$ cat config.mk
export PLATFORM = sky130hd
export DESIGN_NAME = mark_range_stream_splitter_top
export DESIGN_NICKNAME = d
export VERILOG_FILES = /design/src/rtl/msr_pkg.sv /design/src/rtl/msr_div.sv /design/src/rtl/msr_queue.sv /design/src/rtl/msr_front.sv /design/src/rtl/msr_back.sv /design/src/rtl/mark_range_stream_splitter_top.sv
export SDC_FILE = /design/constraint.sdc
export NUM_CORES = 2
export LEC_CHECK = 0
export BUFFER_PORTS_ARGS = -buffer_cell sky130_fd_sc_hd__buf_2
export CORE_MARGIN = 3
export CORE_UTILIZATION = 35
export CTS_BUF_LIST = sky130_fd_sc_hd__clkbuf_4
export CTS_CLUSTER_SIZE = 30
export DETAILED_ROUTE_END_ITERATION = 6
export PLACE_DENSITY = 0.57
export REMOVE_ABC_BUFFERS = 1
export SETUP_SLACK_MARGIN = 0.15
export SLEW_MARGIN = 40
export SYNTH_ARGS = -nofsm -noshare
export SYNTH_HDL_FRONTEND = slang
export SYNTH_SLANG_ARGS = --single-unit
$ cat constraint.sdc
create_clock -name clk -period 14.67 [get_ports clk]
set_clock_uncertainty 0.05 [all_clocks]
set_input_delay 1.467 -clock clk [delete_from_list [all_inputs] [get_ports clk]]
set_output_delay 1.467 -clock clk [all_outputs]
set_load 0.01 [all_outputs]
$ cat src/rtl/msr_pkg.sv
// Shared constants and types for the mark range stream splitter.
package msr_pkg;

    localparam int TOTAL_W      = 32;
    localparam int THREAD_W     = 16;
    localparam int MIN_SPLIT_W  = 32;
    localparam int CFG_DATA_W   = 32;
    localparam int CFG_IDX_W    = 2;
    localparam int GS_W         = 33;
    localparam int PART_MARKS_W = 32;

    localparam int Q_DEPTH = 2;
    localparam int Q_PTR_W = 1;
    localparam int Q_CNT_W = 2;

    localparam logic [CFG_IDX_W-1:0] CFG_TOTAL     = 2'd0;
    localparam logic [CFG_IDX_W-1:0] CFG_THREADS   = 2'd1;
    localparam logic [CFG_IDX_W-1:0] CFG_MIN_SPLIT = 2'd2;

    typedef struct packed {
        logic first;
        logic lastp;
    } item_flags_t;

endpackage

$ cat src/rtl/msr_div.sv
// Iterative divider that derives the read group size from the configuration.
module msr_div
    import msr_pkg::*;
(
    input  logic                clk,
    input  logic                rst_n,
    input  logic                start,
    input  logic [TOTAL_W-1:0]  dividend,
    input  logic [THREAD_W-1:0] divisor,
    output logic [GS_W-1:0]     group_size,
    output logic                busy
);

    localparam int STEP_W = $clog2(TOTAL_W);
    localparam logic [STEP_W-1:0] LAST_STEP = STEP_W'(TOTAL_W - 1);

    logic                run_reg;
    logic [STEP_W-1:0]   step_reg;
    logic [GS_W-1:0]     gs_reg;
    logic [TOTAL_W-1:0]  quo_reg;
    logic [THREAD_W-1:0] rem_reg;
    logic [THREAD_W-1:0] dvs_reg;

    logic [THREAD_W:0]   shifted;
    logic [THREAD_W:0]   diff;
    logic                take;
    logic [THREAD_W-1:0] rem_next;
    logic [TOTAL_W-1:0]  quo_next;

    // one quotient bit per cycle, restoring
    always_comb
    begin
        shifted  = {rem_reg, quo_reg[TOTAL_W-1]};
        diff     = shifted - {1'b0, dvs_reg};
        take     = shifted >= {1'b0, dvs_reg};
        rem_next = take ? diff[THREAD_W-1:0] : shifted[THREAD_W-1:0];
        quo_next = {quo_reg[TOTAL_W-2:0], take};
    end

    always_ff @(posedge clk or negedge rst_n)
    begin
        if (!rst_n)
        begin
            run_reg  <= 1'b0;
            step_reg <= '0;
            gs_reg   <= GS_W'(1);
        end
        else if (start)
        begin
            run_reg  <= 1'b1;
            step_reg <= '0;
        end
        else if (run_reg)
        begin
            step_reg <= step_reg + 1'b1;
            if (step_reg == LAST_STEP)
            begin
                run_reg <= 1'b0;
                gs_reg  <= {1'b0, quo_next} + GS_W'(1);
            end
        end
    end

    always_ff @(posedge clk)
    begin
        if (start)
        begin
            quo_reg <= dividend;
            rem_reg <= '0;
            dvs_reg <= (divisor == '0) ? THREAD_W'(1) : divisor;
        end
        else if (run_reg)
        begin
            quo_reg <= quo_next;
            rem_reg <= rem_next;
        end
    end

    assign group_size = gs_reg;
    assign busy       = run_reg || start;

endmodule

$ cat src/rtl/msr_queue.sv
// Short queue between the intake stage and the splitting engine.
module msr_queue
    import msr_pkg::*;
#(
    parameter int DATA_W = 8
)
(
    input  logic              clk,
    input  logic              rst_n,
    input  logic              push,
    input  logic [DATA_W-1:0] push_data,
    input  logic              pop,
    output logic [DATA_W-1:0] data,
    output logic              empty,
    output logic              full
);

    logic [DATA_W-1:0]  mem_reg [Q_DEPTH];
    logic [Q_PTR_W-1:0] wr_ptr_reg;
    logic [Q_PTR_W-1:0] rd_ptr_reg;
    logic [Q_CNT_W-1:0] cnt_reg;

    function automatic logic [Q_PTR_W-1:0] ptr_inc(input logic [Q_PTR_W-1:0] p);
        return (p == Q_PTR_W'(Q_DEPTH - 1)) ? '0 : p + 1'b1;
    endfunction

    always_ff @(posedge clk or negedge rst_n)
    begin
        if (!rst_n)
        begin
            wr_ptr_reg <= '0;
            rd_ptr_reg <= '0;
            cnt_reg    <= '0;
        end
        else
        begin
            if (push)
            begin
                wr_ptr_reg <= ptr_inc(wr_ptr_reg);
            end
            if (pop)
            begin
                rd_ptr_reg <= ptr_inc(rd_ptr_reg);
            end
            if (push && !pop)
            begin
                cnt_reg <= cnt_reg + 1'b1;
            end
            else if (pop && !push)
            begin
                cnt_reg <= cnt_reg - 1'b1;
            end
        end
    end

    always_ff @(posedge clk)
    begin
        if (push)
        begin
            mem_reg[wr_ptr_reg] <= push_data;
        end
    end

    assign data  = mem_reg[rd_ptr_reg];
    assign empty = (cnt_reg == '0);
    assign full  = (cnt_reg == Q_CNT_W'(Q_DEPTH));

endmodule

$ cat src/rtl/msr_front.sv
// Intake stage: accepts ranges, clamps the end mark and sizes the range.
module msr_front
    import msr_pkg::*;
#(
    parameter int MARK_BITS     = 32,
    parameter int PART_TAG_BITS = 16,
    localparam int ITEM_W = PART_TAG_BITS + PART_MARKS_W + $bits(item_flags_t) + 3 * MARK_BITS
)
(
    input  logic                     in_valid,
    output logic                     in_stall,
    input  logic [MARK_BITS-1:0]     range_begin,
    input  logic [MARK_BITS-1:0]     range_end,
    input  logic [PART_TAG_BITS-1:0] part_id,
    input  logic [PART_MARKS_W-1:0]  part_marks,
    input  logic                     first_of_part,
    input  logic                     last_of_part,
    input  logic                     busy,
    input  logic                     q_full,
    output logic                     push,
    output logic [ITEM_W-1:0]        push_data
);

    logic [MARK_BITS-1:0] end_c;
    logic [MARK_BITS-1:0] size;
    item_flags_t          flags;

    always_comb
    begin
        // an end below the begin means an empty range
        end_c       = (range_end < range_begin) ? range_begin : range_end;
        size        = end_c - range_begin;
        flags.first = first_of_part;
        flags.lastp = last_of_part;
    end

    assign in_stall  = q_full || busy;
    assign push      = in_valid && !in_stall;
    assign push_data = {part_id, part_marks, flags, range_begin, end_c, size};

endmodule

$ cat src/rtl/msr_back.sv
// Splitting engine: cuts ranges into read group pieces and drives the result register.
module msr_back
    import msr_pkg::*;
#(
    parameter int MARK_BITS     = 32,
    parameter int PART_TAG_BITS = 16,
    parameter int MAX_PIECES    = 64,
    localparam int ITEM_W = PART_TAG_BITS + PART_MARKS_W + $bits(item_flags_t) + 3 * MARK_BITS
)
(
    input  logic                     clk,
    input  logic                     rst_n,
    input  logic [ITEM_W-1:0]        q_data,
    input  logic                     q_empty,
    output logic                     q_pop,
    input  logic [GS_W-1:0]          group_size,
    input  logic [MIN_SPLIT_W-1:0]   min_split_marks,
    output logic                     out_valid,
    input  logic                     out_stall,
    output logic [MARK_BITS-1:0]     piece_begin,
    output logic [MARK_BITS-1:0]     piece_end,
    output logic [PART_TAG_BITS-1:0] piece_part,
    output logic                     group_end,
    output logic                     last,
    output logic                     overflow
);

    localparam int WW    = ((MARK_BITS > GS_W) ? MARK_BITS : GS_W) + 1;
    localparam int CNT_W = $clog2(MAX_PIECES + 1);
    localparam logic [CNT_W-1:0] MAX_CNT  = CNT_W'(MAX_PIECES);
    localparam logic [CNT_W-1:0] LAST_CNT = CNT_W'(MAX_PIECES - 1);

    localparam logic [2:0] S_IDLE  = 3'd0;
    localparam logic [2:0] S_OPEN  = 3'd1;
    localparam logic [2:0] S_EVAL  = 3'd2;
    localparam logic [2:0] S_CUT   = 3'd3;
    localparam logic [2:0] S_SPLIT = 3'd4;

    // queue entry fields
    logic [PART_TAG_BITS-1:0] q_tag;
    logic [PART_MARKS_W-1:0]  q_pm;
    item_flags_t              q_flags;
    logic [MARK_BITS-1:0]     q_b;
    logic [MARK_BITS-1:0]     q_e;
    logic [MARK_BITS-1:0]     q_rm;

    // held item
    logic [PART_TAG_BITS-1:0] tag_reg;
    logic [PART_MARKS_W-1:0]  pm_reg;
    item_flags_t              flags_reg;
    logic [MARK_BITS-1:0]     ib_reg;
    logic [MARK_BITS-1:0]     ie_reg;
    logic [MARK_BITS-1:0]     irm_reg;

    logic [PART_MARKS_W-1:0]  src_pm;
    item_flags_t              src_flags;
    logic [MARK_BITS-1:0]     src_b;
    logic [MARK_BITS-1:0]     src_rm;

    // sequencer and working state
    logic [2:0]              state_reg, state_next;
    logic                    pass_reg, pass_next;
    logic                    ovf_reg, ovf_next;
    logic [CNT_W-1:0]        cnt_reg, cnt_next;
    logic [MARK_BITS-1:0]    b_reg, b_next;
    logic [MARK_BITS-1:0]    rm_reg, rm_next;
    logic [PART_MARKS_W-1:0] pml_reg, pml_next;
    logic [WW-1:0]           gm_reg, gm_next;
    logic                    tail_reg, tail_next;
    logic                    ing_reg, ing_next;

    // state between items
    logic [PART_MARKS_W-1:0] cpml_reg;
    logic [WW-1:0]           cgm_reg;
    logic                    ctail_reg;
    logic                    cing_reg;

    // decision registers
    logic [WW-1:0]           sum_reg, sum_next;
    logic                    split_reg, split_next;
    logic [WW-1:0]           n0_reg, n0_next;
    logic [MARK_BITS-1:0]    rmm_reg, rmm_next;
    logic [MARK_BITS-1:0]    n_reg, n_next;
    logic [WW-1:0]           gspm_reg;

    logic [WW-1:0]           gs_x;
    logic [WW-1:0]           m_x;
    logic [WW-1:0]           rm_x;
    logic [WW-1:0]           n1;
    logic                    can_emit;
    logic                    emit_ok;
    logic                    piece;
    logic                    wr;
    logic [MARK_BITS-1:0]    p_begin;
    logic [MARK_BITS-1:0]    p_end;
    logic                    p_ge;
    logic                    p_last;
    logic                    done;
    logic                    load;
    logic                    capture;
    logic                    commit;

    logic                     out_valid_reg;
    logic [MARK_BITS-1:0]     pb_reg;
    logic [MARK_BITS-1:0]     pe_reg;
    logic [PART_TAG_BITS-1:0] pp_reg;
    logic                     ge_reg;
    logic                     last_reg;
    logic                     ovfo_reg;

    function automatic logic [PART_MARKS_W-1:0] sat_sub(
        input logic [PART_MARKS_W-1:0] a,
        input logic [WW-1:0]           x
    );
        logic [WW-1:0] ax;
        ax = WW'(a);
        return (ax > x) ? PART_MARKS_W'(ax - x) : '0;
    endfunction

    assign q_tag   = q_data[ITEM_W-1 -: PART_TAG_BITS];
    assign q_pm    = q_data[ITEM_W-PART_TAG_BITS-1 -: PART_MARKS_W];
    assign q_flags = item_flags_t'(q_data[3*MARK_BITS +: $bits(item_flags_t)]);
    assign q_b     = q_data[2*MARK_BITS +: MARK_BITS];
    assign q_e     = q_data[MARK_BITS +: MARK_BITS];
    assign q_rm    = q_data[0 +: MARK_BITS];

    assign src_pm    = (state_reg == S_IDLE) ? q_pm    : pm_reg;
    assign src_flags = (state_reg == S_IDLE) ? q_flags : flags_reg;
    assign src_b     = (state_reg == S_IDLE) ? q_b     : ib_reg;
    assign src_rm    = (state_reg == S_IDLE) ? q_rm    : irm_reg;

    assign gs_x     = WW'(group_size);
    assign m_x      = WW'(min_split_marks);
    assign rm_x     = WW'(rm_reg);
    assign can_emit = !out_valid_reg || !out_stall;
    // the counting pass never waits on the receiver
    assign emit_ok  = !pass_reg || can_emit;

    always_comb
    begin
        state_next = state_reg;
        pass_next  = pass_reg;
        ovf_next   = ovf_reg;
        cnt_next   = cnt_reg;
        b_next     = b_reg;
        rm_next    = rm_reg;
        pml_next   = pml_reg;
        gm_next    = gm_reg;
        tail_next  = tail_reg;
        ing_next   = ing_reg;
        sum_next   = sum_reg;
        split_next = split_reg;
        n0_next    = n0_reg;
        rmm_next   = rmm_reg;
        n_next     = n_reg;
        n1         = '0;
        piece      = 1'b0;
        p_begin    = b_reg;
        p_end      = ie_reg;
        p_ge       = 1'b0;
        p_last     = 1'b0;
        done       = 1'b0;
        load       = 1'b0;
        capture    = 1'b0;
        commit     = 1'b0;
        q_pop      = 1'b0;

        case (state_reg)
            S_IDLE:
            begin
                if (!q_empty)
                begin
                    q_pop     = 1'b1;
                    capture   = 1'b1;
                    load      = 1'b1;
                    ovf_next  = 1'b0;
                    pass_next = 1'b0;
                end
            end
            S_OPEN:
            begin
                if (!ing_reg)
                begin
                    ing_next  = 1'b1;
                    gm_next   = '0;
                    tail_next = WW'(pml_reg) <= gs_x;
                end
                state_next = S_EVAL;
            end
            S_EVAL:
            begin
                if (cnt_reg == MAX_CNT)
                begin
                    // piece limit: rest of the range counts as consumed
                    ovf_next = 1'b1;
                    pml_next = sat_sub(pml_reg, rm_x);
                    done     = 1'b1;
                end
                else if (tail_reg)
                begin
                    if (emit_ok)
                    begin
                        piece    = 1'b1;
                        p_ge     = flags_reg.lastp;
                        p_last   = 1'b1;
                        pml_next = sat_sub(pml_reg, rm_x);
                        done     = 1'b1;
                    end
                end
                else
                begin
                    sum_next   = rm_x + gm_reg;
                    split_next = (rm_x + gm_reg > gs_x) && (rm_x >= (m_x << 1))
                                 && (rm_x + gm_reg > gspm_reg);
                    n0_next    = gs_x - gm_reg;
                    rmm_next   = rm_reg - MARK_BITS'(min_split_marks);
                    state_next = S_CUT;
                end
            end
            S_CUT:
            begin
                if (split_reg)
                begin
                    n1         = (n0_reg < m_x) ? m_x : n0_reg;
                    n_next     = (n1 > WW'(rmm_reg)) ? rmm_reg : MARK_BITS'(n1);
                    state_next = S_SPLIT;
                end
                else if (emit_ok)
                begin
                    piece    = 1'b1;
                    p_ge     = (sum_reg >= gs_x) || flags_reg.lastp;
                    p_last   = 1'b1;
                    gm_next  = sum_reg;
                    pml_next = sat_sub(pml_reg, rm_x);
                    if (p_ge)
                    begin
                        ing_next = 1'b0;
                    end
                    done = 1'b1;
                end
            end
            S_SPLIT:
            begin
                if (emit_ok)
                begin
                    piece      = 1'b1;
                    p_end      = b_reg + n_reg;
                    p_ge       = 1'b1;
                    p_last     = (cnt_reg == LAST_CNT);
                    b_next     = b_reg + n_reg;
                    rm_next    = rm_reg - n_reg;
                    pml_next   = sat_sub(pml_reg, WW'(n_reg));
                    ing_next   = 1'b0;
                    cnt_next   = cnt_reg + 1'b1;
                    state_next = S_OPEN;
                end
            end
            default:
            begin
                state_next = S_IDLE;
            end
        endcase

        // first pass only counts pieces; the second one emits them
        if (done)
        begin
            if (!pass_reg)
            begin
                pass_next = 1'b1;
                load      = 1'b1;
            end
            else
            begin
                commit     = 1'b1;
                state_next = S_IDLE;
            end
        end

        if (load)
        begin
            b_next     = src_b;
            rm_next    = src_rm;
            cnt_next   = '0;
            pml_next   = src_flags.first ? src_pm : cpml_reg;
            gm_next    = src_flags.first ? '0 : cgm_reg;
            tail_next  = src_flags.first ? 1'b0 : ctail_reg;
            ing_next   = src_flags.first ? 1'b0 : cing_reg;
            state_next = S_OPEN;
        end
    end

    assign wr = piece && pass_reg;

    always_ff @(posedge clk or negedge rst_n)
    begin
        if (!rst_n)
        begin
            state_reg     <= S_IDLE;
            pass_reg      <= 1'b0;
            ovf_reg       <= 1'b0;
            cnt_reg       <= '0;
            b_reg         <= '0;
            rm_reg        <= '0;
            pml_reg       <= '0;
            gm_reg        <= '0;
            tail_reg      <= 1'b0;
            ing_reg       <= 1'b0;
            cpml_reg      <= '0;
            cgm_reg       <= '0;
            ctail_reg     <= 1'b0;
            cing_reg      <= 1'b0;
            out_valid_reg <= 1'b0;
        end
        else
        begin
            state_reg <= state_next;
            pass_reg  <= pass_next;
            ovf_reg   <= ovf_next;
            cnt_reg   <= cnt_next;
            b_reg     <= b_next;
            rm_reg    <= rm_next;
            pml_reg   <= pml_next;
            gm_reg    <= gm_next;
            tail_reg  <= tail_next;
            ing_reg   <= ing_next;
            if (commit)
            begin
                cpml_reg  <= pml_next;
                cgm_reg   <= flags_reg.lastp ? '0 : gm_next;
                ctail_reg <= flags_reg.lastp ? 1'b0 : tail_next;
                cing_reg  <= flags_reg.lastp ? 1'b0 : ing_next;
            end
            if (wr)
            begin
                out_valid_reg <= 1'b1;
            end
            else if (!out_stall)
            begin
                out_valid_reg <= 1'b0;
            end
        end
    end

    always_ff @(posedge clk)
    begin
        gspm_reg  <= gs_x + m_x;
        sum_reg   <= sum_next;
        split_reg <= split_next;
        n0_reg    <= n0_next;
        rmm_reg   <= rmm_next;
        n_reg     <= n_next;
        if (capture)
        begin
            tag_reg   <= q_tag;
            pm_reg    <= q_pm;
            flags_reg <= q_flags;
            ib_reg    <= q_b;
            ie_reg    <= q_e;
            irm_reg   <= q_rm;
        end
        if (wr)
        begin
            pb_reg   <= p_begin;
            pe_reg   <= p_end;
            pp_reg   <= tag_reg;
            ge_reg   <= p_ge;
            last_reg <= p_last;
            ovfo_reg <= ovf_reg;
        end
    end

    assign out_valid   = out_valid_reg;
    assign piece_begin = pb_reg;
    assign piece_end   = pe_reg;
    assign piece_part  = pp_reg;
    assign group_end   = ge_reg;
    assign last        = last_reg;
    assign overflow    = ovfo_reg;

endmodule

$ cat src/rtl/mark_range_stream_splitter_top.sv
// Top level of the mark range stream splitter.
//
// Input channel (in_valid / in_stall) takes one mark range per transfer, in part
// order. Output channel (out_valid / out_stall) gives the pieces of each range in
// order; the final piece of a range carries last, and every piece of a truncated
// range carries overflow. Configuration is a plain write port (cfg_we, cfg_index,
// cfg_wdata); write it only while no range is in flight.
// A write of the total mark count or the thread count starts the group size
// divider, which yields one quotient bit a cycle; in_stall is high while it runs.
// Each range is run twice by the splitting sequencer: a counting pass that finds
// whether the piece limit is hit, then the emitting pass. The range is popped in the
// idle state; in each pass a cut goes through the open, evaluate, cut and split states,
// and the closing piece through open, evaluate and cut (open and evaluate alone in a
// tail group). A two-entry queue lets intake run ahead of the sequencer.
// After reset the group size is 1, no part is open and the queue is empty.
// When out_stall is high with out_valid set, the result register holds; the emitting
// pass waits at the next piece and the queue fills, after which in_stall rises.
module mark_range_stream_splitter_top
    import msr_pkg::*;
#(
    parameter int MAX_PIECES    = 64,
    parameter int MARK_BITS     = 32,
    parameter int PART_TAG_BITS = 16
)
(
    input  logic                     clk,
    input  logic                     rst_n,
    input  logic                     cfg_we,
    input  logic [CFG_IDX_W-1:0]     cfg_index,
    input  logic [CFG_DATA_W-1:0]    cfg_wdata,
    input  logic                     in_valid,
    output logic                     in_stall,
    input  logic [MARK_BITS-1:0]     range_begin,
    input  logic [MARK_BITS-1:0]     range_end,
    input  logic [PART_TAG_BITS-1:0] part_id,
    input  logic [PART_MARKS_W-1:0]  part_marks,
    input  logic                     first_of_part,
    input  logic                     last_of_part,
    output logic                     out_valid,
    input  logic                     out_stall,
    output logic [MARK_BITS-1:0]     piece_begin,
    output logic [MARK_BITS-1:0]     piece_end,
    output logic [PART_TAG_BITS-1:0] piece_part,
    output logic                     group_end,
    output logic                     last,
    output logic                     overflow
);

    localparam int ITEM_W = PART_TAG_BITS + PART_MARKS_W + $bits(item_flags_t) + 3 * MARK_BITS;

    logic [TOTAL_W-1:0]     total_reg;
    logic [THREAD_W-1:0]    thread_reg;
    logic [MIN_SPLIT_W-1:0] min_split_reg;
    logic                   start_reg;

    logic [GS_W-1:0]   group_size;
    logic              busy;
    logic              q_full;
    logic              q_empty;
    logic              push;
    logic              pop;
    logic [ITEM_W-1:0] push_data;
    logic [ITEM_W-1:0] q_data;

    always_ff @(posedge clk or negedge rst_n)
    begin
        if (!rst_n)
        begin
            total_reg     <= '0;
            thread_reg    <= THREAD_W'(1);
            min_split_reg <= '0;
            start_reg     <= 1'b0;
        end
        else
        begin
            start_reg <= cfg_we && ((cfg_index == CFG_TOTAL) || (cfg_index == CFG_THREADS));
            if (cfg_we)
            begin
                case (cfg_index)
                    CFG_TOTAL:     total_reg     <= cfg_wdata[TOTAL_W-1:0];
                    CFG_THREADS:   thread_reg    <= cfg_wdata[THREAD_W-1:0];
                    CFG_MIN_SPLIT: min_split_reg <= cfg_wdata[MIN_SPLIT_W-1:0];
                    default:
                    begin
                    end
                endcase
            end
        end
    end

    msr_div u_div (
        .clk        (clk),
        .rst_n      (rst_n),
        .start      (start_reg),
        .dividend   (total_reg),
        .divisor    (thread_reg),
        .group_size (group_size),
        .busy       (busy)
    );

    msr_front #(
        .MARK_BITS     (MARK_BITS),
        .PART_TAG_BITS (PART_TAG_BITS)
    ) u_front (
        .in_valid      (in_valid),
        .in_stall      (in_stall),
        .range_begin   (range_begin),
        .range_end     (range_end),
        .part_id       (part_id),
        .part_marks    (part_marks),
        .first_of_part (first_of_part),
        .last_of_part  (last_of_part),
        .busy          (busy),
        .q_full        (q_full),
        .push          (push),
        .push_data     (push_data)
    );

    msr_queue #(
        .DATA_W (ITEM_W)
    ) u_queue (
        .clk       (clk),
        .rst_n     (rst_n),
        .push      (push),
        .push_data (push_data),
        .pop       (pop),
        .data      (q_data),
        .empty     (q_empty),
        .full      (q_full)
    );

    msr_back #(
        .MARK_BITS     (MARK_BITS),
        .PART_TAG_BITS (PART_TAG_BITS),
        .MAX_PIECES    (MAX_PIECES)
    ) u_back (
        .clk             (clk),
        .rst_n           (rst_n),
        .q_data          (q_data),
        .q_empty         (q_empty),
        .q_pop           (pop),
        .group_size      (group_size),
        .min_split_marks (min_split_reg),
        .out_valid       (out_valid),
        .out_stall       (out_stall),
        .piece_begin     (piece_begin),
        .piece_end       (piece_end),
        .piece_part      (piece_part),
        .group_end       (group_end),
        .last            (last),
        .overflow        (overflow)
    );

endmodule

After elaboration in Yosys (flattened, before gate mapping)
Memory sizes are Yosys's and may differ from the RTL's.
Index checks and enable logic that the tools add are counted.

cells by class
  eq/ne operators = 13
  bitwise operators = 3
  reduce and logical (&&, ||, !) cells = 36
  muxes and demuxes = 100
  magnitude comparators = 11
  add/sub/neg operators = 17

operators with widths
  cell                   number
  $mux 32                24
  $mux 34                7
  $sub 32x32->32         5
  $pmux 32 s3            1
  $pmux 34 s2            1
  $gt 32x32->1           2
  $mux 1                 44
  $add 32x34->34         1
  $add 33x32->34         1
  $ge 34x33->1           1
  $gt 34x32->1           1
  $gt 34x33->1           1
  $gt 34x34->1           1
  $lt 34x32->1           1
  $sub 33x34->34         1
  $add 32x1->33 const B  1
  $ge 32x33->1           1
  $le 32x33->1           1
  $add 32x32->32         1
  $lt 32x32->1           1
  $mux 3                 7
  $mux 7                 3
  $ge 17x16->1           1
  $logic_not 16->1       1
  31 further kinds       71

word-level totals
  memory bits (writable) = 292
  word-level logic and storage cells = 228
  memories kept = 1
  output and inout port bits = 85
  bits in registers = 797
  input bits = 153

memories
  memory           depth  width  rd ports  clocked after Yosys merged registers in  wr ports  RTL line         text
  u_queue.mem_reg  2      146    1         0                                        1         msr_queue.sv:18  logic [DATA_W-1:0] mem_reg [Q_DEPTH];

Depth between registers and ports, before layout
  word-level depth = 10
  depth in mapped cells = 26
  depth with buffers taken out = 25

By module
Synthesis repeated with hierarchy kept, for this count alone.

second synthesis, totals
  cell total of the unflattened synthesis = 5,902
  area, all modules = 63,868.8 um2

modules (own cells, without submodules)
  module                          cells an instance  area each (um2)  sequential area each (um2)  instances
  msr_back                        4,249              41,133.2         16,881.2                    1
  msr_queue                       470                10,772.8         8,868.5                     1
  msr_div                         533                5,551.6          2,738.9                     1
  msr_front                       478                3,382.0          0.0                         1
  mark_range_stream_splitter_top  172                3,029.2          2,028.2                     1

Worst setup path before layout
Ideal clock, no wire load.

  path kind = register -> register
  start = register u_back.state_reg[1]
  end = register u_back.n0_reg[0], enable pin
  data arrival time = 7.838 ns
  stages on the path, launching flop included = 5
  data required time = 13.933 ns
  path slack = 6.094 ns
  clock period less this slack = 8.576 ns
  path buffers = 1
  library setup time = 0.687 ns
  cells stage by stage = dfrtp_1 > clkbuf_1 > nor2b_1 > nand2b_1 > nor3_1

between the ends
  longest elaborated chain between the ends = 2

RTL lines
  what                        RTL line         text
  from (decl)                 msr_back.sv:61   logic [2:0] state_reg, state_next;
  from (signal assigned)      msr_back.sv:316  state_reg <= state_next;
  $eq 3x2->1                  msr_back.sv:168  case (state_reg)
  $reduce_and 3->1 (no line)  -
  to (signal assigned)        msr_back.sv:349  n0_reg <= n0_next;
  to (decl)                   msr_back.sv:81   logic [WW-1:0] n0_reg, n0_next;

No other way between the ends.
A chain may end at the register's enable or synchronous reset.

Worst setup path after layout
  start = register min_split_reg[27]
  end = register u_back.n_reg[3] (data pin)

between the ends
  longest elaborated chain between the ends = 4

RTL lines
  what                    RTL line                              text
  from (decl)             mark_range_stream_splitter_top.sv:53  logic [MIN_SPLIT_W-1:0] min_split_reg;
  from (signal assigned)  mark_range_stream_splitter_top.sv:82  CFG_MIN_SPLIT: min_split_reg <= cfg_wdata[MIN_SPLIT_W-1:0];
  $lt 34x32->1            msr_back.sv:224                       n1 = (n0_reg < m_x) ? m_x : n0_reg;
  $mux 34 (*)             msr_back.sv:224
  $gt 34x32->1            msr_back.sv:225                       n_next = (n1 > WW'(rmm_reg)) ? rmm_reg : MARK_BITS'(n1);
  $mux 32 (*)             msr_back.sv:225
  to (signal assigned)    msr_back.sv:351                       n_reg <= n_next;
  to (decl)               msr_back.sv:83                        logic [MARK_BITS-1:0] n_reg, n_next;

Mark *: on every way between the ends. The rest lies on a longest branch, timed or not.

==> metrics.csv <==
metric,value,unit
status,"finished, final reports clean",
Routed WL per cell,21.4,um
Final Routed Wirelength,185,mm
CTS tree,yes,
Cell Pwr Density,229,nW/um2
Critical Path End Type,flip-flop,
DP HPWL,136,mm
number of global-route vias before repair,46600,
grt met1 use,25.7,%
synthesized area per cell,11.2,um2
Top-Level Pins,238,
cell area after layout,70800,um2
"area leader, netlist",edfxtp_1,
met3 Use GR,3.49,%
gpl congestion,0.900,
row count,154,
Fmax,146,MHz
worst path cell trace,inv_1 > ha_1 > nand4_1 > or4_1 > and3b_1 > o221ai_1 > o211ai_1 > buf_4 > mux2_2 > ha_1 > a21o_1 > a21o_1 > a21oi_1 > o21ai_1 > a221oi_1 > o41ai_1 > a221oi_1 > o21ai_1 > a2111oi_0 > a21o_2 > mux2_2,
Die Width,429,um
Critical Path RT,15.58,ns
post-CTS setup buffers,0,
setup ws final,7.81,ns
Die Ht,429,um
Hold Path Class,input pin to flip-flop,
clock sink count,1089,
clk slew on worst S/H paths,0.07,ns
nets@finish,6768,
"EDFF count, synth",702,
Post-DRT Antenna Nets,0,
synthesis-stage register bit count,1089,
Setup Crit Path Kind,flip-flop to flip-flop,
Hold Crit Depth,1,
met2 GRT Util,32.8,%
Core Region,177000,um2
Final Hold Fails,0,
share of cells above drive strength 1,19.4,%
Critical Path Fanout Max,32,
clk buf depth,4,
dpl cell area,66700,um2
CP max-delay cell,a21o_2,
crit share post-route,46.7,%
cells after synthesis,5619,
fin crit period,6.86,ns
relative slew slack,39.8,%
Util after Layout,40.0,%
die area,184000,um2
# port buffers,237,
drt via density,5.31,
fin cells,8628,
most frequent cells in the layout,"702 x edfxtp_1, 564 x ha_1, 477 x clkbuf_4",
Initial Util,35.4,%
RSZ-0062 raised after global routing,no,
post-placement setup slack,6.10,ns
CP arrival,7.77,ns
largest net degree at the start of global routing,91,
main flop type after synthesis,edfxtp_1,
CTS buffer count,319,
Post-Syn Area,62700,um2
"Async S/R FF share, synth",30.9,%
"leading cell type in the layout, fill and taps excluded",edfxtp_1,
final setup fails,0,
max reg flops,292,
GR peak layer,met2,
Worst-Margin Slew,0.896,ns
Residual DRC,0,
dpl cells,8058,
Critical Path Source Type,flip-flop,
total number of vias,45800,
Leak,29.9,nW
H-tree depth,5,
worst reg-to-reg setup slack,7.81,ns
synthesis-to-finish area growth,12.9,%
total track usage,19.7,%
hold_buf cts,1,
DR pass1 iterations,6,
post-synth top area share,33.6,%
Ys Warns,0,
MaxCap Viol Count,0,
ranking of synthesized cells by area,"edfxtp_1 34%, dfrtp_1 13%, ha_1 11%",
drt first-iter violations,2885,
Root Driver,clkbuf_4,
sequential area share after synthesis,48.7,%
clk_lat worst skew,1.32,ns
worst-case reg-to-reg path depth,21,
first-pass GRT wire length,280,mm
global route overflow,0,
post_cts resized,0,
slowest cell delay on critical path,0.71,ns
post-synth cell types,103,
Worst IR Drop VDD,0.144,mV
initial antenna violation count,11,
Max Slew Vio Count,0,
-- critical path, delay by kind of cell (launching register included) --
kind	cells	cell delay (ns)
flip-flops	1	0.50
adder cells (fa/ha/maj)	2	0.62
multiplexers	2	0.81
AND/OR/NAND/NOR	3	0.98
buffers and inverters	2	0.45
AO/OA/AOI/OAI	12	3.04
-- power breakdown --
part           total, mW  leakage (nW)  internal, mW  switching [mW]
clock               2.93          2.42          1.57            1.36
sequential          5.09          11.1          4.36           0.734
combinational       8.19          16.4          3.31            4.88
-- worst paths after layout --
path	startpoint	end
worst min register to register	u_back.tag_reg[5]	u_back.piece_part[5]
worst max-delay path	min_split_reg[27]	u_back.n_reg[3]
worst max register to register	min_split_reg[27]	u_back.n_reg[3]
min in group asynchronous	rst_n	u_back.b_reg[15]
worst min-delay path	part_id[15]	u_queue.mem_reg[0][145]
max in group asynchronous	rst_n	u_back.cnt_reg[2]
-- layout make-up --
type | instances | area, um2
diodes | 7 | 17.5
clock buffers | 477 | 3580
clock inverters | 84 | 460
fillers | 17100 | 106000
inverters | 383 | 1450
multi-input cells | 3959 | 30100
flip-flops and latches | 1089 | 30500
well taps | 2340 | 2930
repair buffers | 289 | 1680
-- cell usage after synthesis (36+ instances only) --
master,number
nor2b_1,65
dfxtp_1,50
clkbuf_1,133
ha_1,564
nor3_1,90
o21ai_1,36
xor2_1,107
dfrtp_1,335
a21o_1,226
edfxtp_1,702
a21oi_1,393
o21a_1,46
nand4_1,85
mux2_2,359
nand3_1,111
nand2_1,404
xnor2_1,187
mux2i_1,110
inv_1,383
o21ai_0,298
nand2b_1,60
nor2_1,256
a22o_1,39
a211oi_1,51
-- logic make-up (layout without fill, tap and decap cells) --
logic type | after synthesis | in the layout | share of synthesized area, %
buf+inv | 571 | 1233 | 3.52
fa+ha+maj | 574 | 574 | 11.6
xor+xnor | 294 | 294 | 4.11
other cells | 0 | 7 | 0
flops | 1089 | 1089 | 48.7
simple gates | 1200 | 1200 | 9.07
compound gates | 1417 | 1417 | 14.8
mux | 474 | 474 | 8.29
-- metrics by stage --
stage                     power, mW  hold WS [ns]  TNS (ns)
after floorplan                10.9         0.350   -857.80
after global placement         13.1         0.351         0
final                          16.2         0.283         0
after detailed placement       13.2         0.355         0
after CTS                      16.3        0.0665         0
after global routing           17.5         0.158         0
-- metal layers --
metal | share of wire [%] | routed length (um)
met1 | 44 | 82200
met4 | 3.2 | 5970
met2 | 47 | 87400
met5 | 0.054 | 100
met3 | 5.0 | 9330
(Power assumes the default switching activity.)
